File: config.mk
export PLATFORM = sky130hd
export DESIGN_NAME = stq_div
export DESIGN_NICKNAME = d
export VERILOG_FILES = /design/src/rtl/core/stq_pkg.sv /design/src/rtl/core/stq_div.sv
export SDC_FILE = /design/constraint.sdc
export NUM_CORES = 1
export LEC_CHECK = 0
export CAP_MARGIN = 20
export CORE_MARGIN = 10
export CORE_UTILIZATION = 40
export CTS_BUF_LIST = sky130_fd_sc_hd__clkbuf_4
export CTS_CLUSTER_SIZE = 14
export DETAILED_ROUTE_END_ITERATION = 8
export DONT_BUFFER_PORTS = 1
export PLACE_DENSITY_LB_ADDON = 0.12
export SLEW_MARGIN = 20
export SYNTH_ARGS = -nofsm -noshare
export SYNTH_HDL_FRONTEND = slang
export SYNTH_SLANG_ARGS = --single-unit
export TNS_END_PERCENT = 1
File: constraint.sdc
create_clock -name clk -period 13.5 [get_ports clk]
set_input_delay 1.35 -clock clk [delete_from_list [all_inputs] [get_ports clk]]
set_output_delay 1.35 -clock clk [all_outputs]
set_load 0.01 [all_outputs]
File: src/rtl/core/stq_pkg.sv
package stq_pkg;

    localparam int CMD_W      = 3;
    localparam int TIME_W     = 48;
    localparam int AGENT_W    = 16;
    localparam int PERIOD_W   = 31;
    localparam int DATA_W     = 32;
    localparam int ID_W       = 31;
    localparam int STATUS_W   = 2;
    localparam int WAIT_W     = 32;
    localparam int PROD_W     = 41;
    localparam int REM_W      = 10;

    localparam int DEFAULT_DEPTH = 16;

    localparam logic [REM_W-1:0]  USEC_PER_MS = 10'd1000;
    localparam logic [WAIT_W-1:0] MAX_WAIT    = 32'h7FFF_FFFF;
    localparam logic [WAIT_W-1:0] WAIT_EMPTY  = 32'hFFFF_FFFF;

    typedef enum logic [CMD_W-1:0] {
        CMD_START        = 3'd0,
        CMD_CANCEL_ID    = 3'd1,
        CMD_CANCEL_AGENT = 3'd2,
        CMD_CANCEL_DATA  = 3'd3,
        CMD_ACTIVE       = 3'd4,
        CMD_TIME_NEXT    = 3'd5,
        CMD_TAKE         = 3'd6,
        CMD_PEEK         = 3'd7
    } cmd_t;

    typedef enum logic [STATUS_W-1:0] {
        ST_OK        = 2'd0,
        ST_FULL      = 2'd1,
        ST_BAD_AGENT = 2'd2
    } status_t;

    typedef enum logic [3:0] {
        S_IDLE,
        S_DISPATCH,
        S_ADD,
        S_INS_SCAN,
        S_FIND,
        S_AGENT,
        S_DIV,
        S_POLL_SCAN,
        S_POLL_END,
        S_DONE
    } state_t;

    typedef enum logic [1:0] {
        TBL_NOP,
        TBL_INSERT,
        TBL_DELETE,
        TBL_MARK
    } tbl_kind_t;

    typedef struct packed {
        logic [TIME_W-1:0]  deadline;
        logic [ID_W-1:0]    id;
        logic [AGENT_W-1:0] agent;
        logic [DATA_W-1:0]  data;
        logic               expired;
    } entry_t;

    typedef struct packed {
        tbl_kind_t kind;
        entry_t    ent;
    } tbl_op_t;

endpackage

File: src/rtl/core/stq_div.sv
module stq_div
    import stq_pkg::*;
(
    input  logic              clk,
    input  logic              rst_n,
    input  logic              start,
    input  logic [TIME_W-1:0] dividend,
    output logic              done,
    output logic [TIME_W-1:0] quotient
);

    localparam int NUM_W   = 38;
    localparam int HALF_W  = 19;
    localparam int RLO_W   = 20;
    localparam int RECIP_W = 39;
    localparam int MUL_W   = HALF_W + RLO_W;
    localparam int ACC_W   = NUM_W + RECIP_W;
    localparam int SHIFT   = 45;
    localparam int SAT_BIT = 41;

    // Rounded-up 2^45/125. The three low dividend bits are dropped first, since x/1000
    // equals (x/8)/125. A dividend of 2^41 or more always saturates the wait.
    localparam logic [RECIP_W-1:0] RECIP = 39'h41_8937_4BC7;

    logic [NUM_W-1:0]  num_reg;
    logic              sat_reg;
    logic [ACC_W-1:0]  acc_reg;
    logic [2:0]        step_reg;
    logic              run_reg;
    logic [HALF_W-1:0] mul_a;
    logic [RLO_W-1:0]  mul_b;
    logic [MUL_W-1:0]  mul_p;
    logic [ACC_W-1:0]  term;

    // One 19x20 multiplier forms the four partial products in turn.
    assign mul_p    = MUL_W'(mul_a) * MUL_W'(mul_b);
    assign done     = run_reg && step_reg[2];
    assign quotient = sat_reg ? '1 : TIME_W'(acc_reg[ACC_W-1:SHIFT]);

    always_comb
    begin
        unique case (step_reg[1:0])
            2'd0:
            begin
                mul_a = num_reg[HALF_W-1:0];
                mul_b = RECIP[RLO_W-1:0];
            end
            2'd1:
            begin
                mul_a = num_reg[HALF_W-1:0];
                mul_b = RLO_W'(RECIP[RECIP_W-1:RLO_W]);
            end
            2'd2:
            begin
                mul_a = num_reg[NUM_W-1:HALF_W];
                mul_b = RECIP[RLO_W-1:0];
            end
            2'd3:
            begin
                mul_a = num_reg[NUM_W-1:HALF_W];
                mul_b = RLO_W'(RECIP[RECIP_W-1:RLO_W]);
            end
        endcase
    end

    always_comb
    begin
        unique case (step_reg[1:0])
            2'd0:    term = ACC_W'(mul_p);
            2'd1:    term = ACC_W'(mul_p) << RLO_W;
            2'd2:    term = ACC_W'(mul_p) << HALF_W;
            2'd3:    term = ACC_W'(mul_p) << (HALF_W + RLO_W);
        endcase
    end

    always_ff @(posedge clk)
    begin
        if (start)
        begin
            num_reg <= dividend[SAT_BIT-1:3];
            sat_reg <= |dividend[TIME_W-1:SAT_BIT];
            acc_reg <= '0;
        end
        else if (run_reg && !step_reg[2])
        begin
            acc_reg <= acc_reg + term;
        end
    end

    always_ff @(posedge clk or negedge rst_n)
    begin
        if (!rst_n)
        begin
            run_reg  <= 1'b0;
            step_reg <= '0;
        end
        else if (start)
        begin
            run_reg  <= 1'b1;
            step_reg <= '0;
        end
        else if (run_reg)
        begin
            if (step_reg[2])
            begin
                run_reg <= 1'b0;
            end
            else
            begin
                step_reg <= step_reg + 3'd1;
            end
        end
    end

endmodule

==> impl_results.md, run 1 <==
- Die width: 237 microns
- Status: completed
- Clk_lat worst skew: 0.78 ns
- Largest net degree at the start of global routing: 92
- Overall global routing resource usage: 19.7%
- Total CTS buffers: 17
- Design Area, Final: 19800 sq um
- Hpwl dp: 45.6 mm
- Critical path required time: 14.21 ns
- Final WS setup: 1.91 ns
- Worst clock skew: 0.0322 ns
- CTS tree: built
- # Post-CTS Setup Buffers: 0
- TNS Setup: 0 ns
- Most instantiated cells after synthesis: inv_1, ha_1, nand2_1
- Wire per inst: 19.4 microns
- Port Buf Inserts: 0
- Synthesized flop and latch total: 120
- Slowest stage delay, CP: 0.58 ns
- Initial core utilization: 40.4%
- Std cell rows: 79
- Hold Buf Count CTS: 0
- CP max FO: 9
- Htree depth: 4
- Clock sinks: 120
- Routed WL: 54.8 mm
- Pre-CTS setup slack: 2.06 ns
- Die ar.: 56200 sq um
- Die H: 237 microns
- Drt initial violations: 951
- Congestion Overflow GR: 0
- Crit-path leading delay family: compound AO/OA/AOI/OAI gates
- CP Capture Type: register
- Vias in the first global route: 15200
- Clock root cell: clkbuf_4
- Global-route wire length before repair: 86.4 mm
- Synth area leader: fa_1
- WP depth: 39
- Clock buffer depth: 2
- Ports: 100
- Slew HR: 44.0%
- Hold Vio Cnt, Final: 0
- Avg Vias per Cell: 5.31
- Number of flip-flops in the largest register: 77
- Dominant synthesized flop cell: dfxtp_1
- Setup-failing EPs final: 0
- Fin crit period: 11.59 ns
- CP startpoint kind: register
- DR DRC count: 0
- Share of synthesized registers carrying an async set or reset: 3.33%
- RSZ-0062 raised after global routing: no
- Worst min-delay path category: input pin to asynchronous set/reset pin
- CP most frequent cell: inv_1
- Nets: 2715
- Synth unique cells: 71
- Mean Syn Cell Area: 8.42 sq um
- Slowest cell on crit path: fa_1
- Worst Path Arrival: 12.30 ns
- Synth area leaders: fa_1, ha_1, dfxtp_1
- Max Cap Viol: 0
- Peak Freq: 86.3 MHz
- Initial antenna violation count: 2
- Seq/Total Area, Yosys: 14.9%
- Fin util: 42.4%
- Post-Syn Instances: 2237
- Core area: 46600 sq um
- Drt pass-1 iters: 7
- Post-synth EDFFs: 39
- Clock transition at path regs: 0.13 ns
- Post-DRT Antenna Nets: 0
- Critical path type: register to register
- R2R setup slack: 1.91 ns
- Most numerous cell in the Yosys netlist: inv_1
- Worst R2R Path Depth: 39
- Final Cycle Share: 85.9%
- CP Buf/Inv Count: 7
- Share of layout cells above drive strength 1: 6.01%
- Synth-to-Final Area Change: 4.94%
- Worst-margin pin slew: 0.839 ns
- Yosys warns: 0
- Vias: 15000
- Resized Gates After CTS: 0
- DP Area: 19400 sq um
- Synth top area share: 20.3%
- Post-Syn Area: 18800 sq um
- RePlAce Congestion: 0.935
- Max Slew Vio Count: 0
worst paths after layout:
path	start	end
worst max register to register	step_reg[0]	acc_reg[76]
min in group clk	acc_reg[9]	acc_reg[9]
worst min-delay path	rst_n	step_reg[2]
worst max-delay path	step_reg[0]	acc_reg[76]
max in group asynchronous	rst_n	step_reg[0]
worst min register to register	acc_reg[9]	acc_reg[9]
per-layer routing:
| layer | share of wire, % | GRT usage, % | vias up |
|---|---|---|---|
| met5 | 0 | 0 | - |
| li1 | - | - | 7395 |
| met1 | 47 | 26.6 | 7248 |
| met2 | 45 | 30.9 | 331 |
| met3 | 4.9 | 3.57 | 60 |
| met4 | 2.3 | 6.60 | 0 |
through the flow:
stage | hold WS (ns) | cells
2_1_floorplan | 0.432 | 2252
3_3_place_gp | 0.444 | 2788
3_5_place_dp | 0.451 | 2788
4_1_cts | 0.183 | 2820
5_1_grt | 0.178 | 2828
6_report | 0.253 | 2829
worst register-to-register path: cells and delay by family (launching register included):
kind	cells	cell delay, ns
XOR/XNOR	2	0.71
multiplexers	1	0.55
adder cells (fa/ha/maj)	9	4.08
AO/OA/AOI/OAI	17	4.12
flip-flops	1	0.44
AND/OR/NAND/NOR	3	0.74
buffers and inverters	7	0.93
logic make-up after synthesis:
logic type | Yosys count | share of synthesized area [%]
compound gates | 530 | 18.0
simple gates | 515 | 12.7
buf+inv | 482 | 9.93
fa+ha+maj | 463 | 38.4
flops | 120 | 14.9
xor+xnor | 104 | 4.84
mux | 21 | 1.19
other cells | 2 | 0.0399
area by class of cell:
class | count | area [sq um]
Antenna cell | 8 | 20.0
Clock buffer | 19 | 143
Clock inverter | 13 | 141
Fill cell | 4697 | 26800
Inverter | 386 | 1450
Multi-Input combinational cell | 1650 | 14200
Sequential cell | 120 | 2810
Tap cell | 607 | 759
Timing Repair Buffer | 26 | 211
cell usage in the layout, fill, tap and decap left out, types with 12 or more instances in the layout:
cell type	synthesis	final
nand4_1	26	26
xnor2_1	65	65
and2_1	32	32
a211oi_1	14	14
fa_1	191	191
a21o_1	55	55
nor2_1	97	94
nand2b_1	17	16
o21a_1	19	19
inv_1	386	386
nand3_1	12	12
dfxtp_1	77	77
edfxtp_1	39	39
a21oi_1	183	183
nor3_1	19	19
a221oi_1	15	15
or2_2	37	37
clkbuf_4	0	19
ha_1	272	271
xor2_1	39	39
o21bai_1	23	23
and3_1	17	17
o21ai_0	97	97
buf_4	16	24
conb_1	2	17
nand2_1	227	227
o21ai_1	20	20
Power of run 1 is not shown: default switching activity piles up to over one toggle a cycle in this logic, so the estimate is an artifact.
==> run 2: changes to the inputs <==
- MAX_ROUTING_LAYER: not set -> met4
==> run 2 against run 1 <==
Against the previous run: first-iteration DRC count up 7.3%; worst setup slack worse by 0.095 ns; worst hold slack barely moved; register-to-register slack lost 0.09 ns; highest routed layer unchanged.
==> impl_results.md, run 2 (synthesized netlist as in run 1, its figures left out) <==
- Clk_lat worst skew: 0.78 ns
- Worst min-delay path category: input pin to asynchronous set/reset pin
- Most frequent cells in the layout: inv_1, ha_1, nand2_1
- Final Cycle Share: 86.6%
- Peak Freq: 85.6 MHz
- Largest net degree at the start of global routing: 92
- FF-to-FF Start: step_reg[0]
- Htree depth: 4
- Fin crit period: 11.69 ns
- Core area: 46600 sq um
- Drt initial violations: 1020
- Ports: 100
- Drt pass-1 iters: 9
- Wire per inst: 19.6 microns
- Port Buf Inserts: 0
- TNS Setup: 0 ns
- Clock transition at path regs: 0.14 ns
- Die H: 237 microns
- Slowest stage delay, CP: 0.60 ns
- Worst Path Arrival: 12.40 ns
- Hold Vio Cnt, Final: 0
- Resized Gates After CTS: 0
- Slew HR: 42.0%
- R2R setup slack: 1.81 ns
- Hpwl dp: 45.9 mm
- Worst R2R Path Depth: 37
- # Post-CTS Setup Buffers: 0
- Most common cell after layout, fill and taps aside: inv_1
- Clock sinks: 120
- CP startpoint kind: register
- Congestion Overflow GR: 0
- Global-route wire length before repair: 88.1 mm
- Crit path from: step_reg[0]
- Hold WS: 0.253 ns
- CP Capture Type: register
- CTS tree: built
- Critical path type: register to register
- Initial antenna violation count: 2
- CP most frequent cell: fa_1
- Avg Vias per Cell: 5.32
- Vias: 15100
- Max Cap Viol: 0
- Worst-margin pin slew: 0.870 ns
- Clock buffer depth: 2
- Hold Buf Count CTS: 0
- Die width: 237 microns
- Total CTS buffers: 17
- DR DRC count: 0
- Vias in the first global route: 15300
- RePlAce Congestion: 0.944
- Slowest cell on crit path: fa_1
- Die ar.: 56200 sq um
- Synth-to-Final Area Change: 5.06%
- RSZ-0062 raised after global routing: no
- Clock root cell: clkbuf_4
- Worst clock skew: 0.0406 ns
- Nets: 2714
- CP max FO: 11
- Post-DRT Antenna Nets: 0
- Share of layout cells above drive strength 1: 5.96%
- Status: completed
- Critical path required time: 14.21 ns
- Max Slew Vio Count: 0
- Worst r2r dst: acc_reg[76]
- Setup-failing EPs final: 0
- Std cell rows: 79
- Routed WL: 55.5 mm
- Filler Cells Inserted: 4727
- Initial core utilization: 40.4%
- Overall global routing resource usage: 20.7%
- Number of flip-flops in the largest register: 77
[run 2: changes by cell type in the layout (fill, tap and decap cells not counted)]
cell | previous run | this run
clkinv_4 | 0 | 3
inv_4 | 3 | 0
clkbuf_4 | 19 | 17
inv_6 | 4 | 6
buf_6 | 1 | 0
bufinv_16 | 2 | 3
clkinvlp_4 | 3 | 2
diode_2 | 8 | 9
[run 2: layer usage]
layer / track usage (%) / vias to the layer above / share of wire (%)
li1: - / 7384 / -
met4: 6.50 / 0 / 2.7
met5: - / - / 0
met2: 31.6 / 383 / 46
met1: 26.8 / 7214 / 46
met3: 4.38 / 71 / 5.4
[run 2: critical path, delay by kind of cell, from the launching register on]
family	cells	cell delay, ns
AOI/OAI and AO/OA	17	4.19
xor gates and xnor gates	2	0.76
adders and majority gates	9	4.37
buffers and inverters	5	0.56
DFF	1	0.45
muxes	1	0.55
and+or+nand+nor	3	0.74
[run 2: cell type report]
cell class,instances,area (sq um),area share [%]
Sequential cell,120,2810,14.2
Clock inverter,15,189,0.955
Antenna cell,9,22.5,0.114
Clock buffer,17,128,0.645
Multi-Input combinational cell,1650,14200,71.9
Timing Repair Buffer,25,200,1.01
Tap cell,607,759,3.84
Inverter,386,1450,7.32
[run 2: metrics by stage]
step	instance area (sq um)	std cells	setup WS, ns	utilization, %
final	19800	2829	1.81	42.5
after global routing	19800	2827	1.20	42.5
after CTS	19800	2820	1.90	42.4
after detailed placement	19400	2788	1.99	41.8
after global placement	19400	2788	2.11	41.8
after floorplan	18900	2252	3.21	-
[run 2: how the worst max path moves through the flow]
stage                        to  slack (ns)  depth (start not counted)
global placement    acc_reg[76]        2.11                         37
detailed placement  acc_reg[76]        1.99                         38
floorplan           acc_reg[63]        3.21                         44
finish              acc_reg[76]        1.81                         37
CTS                 acc_reg[76]        1.90                         37
global route        acc_reg[76]        1.20                         37
Power of run 2 is left out for the same reason.
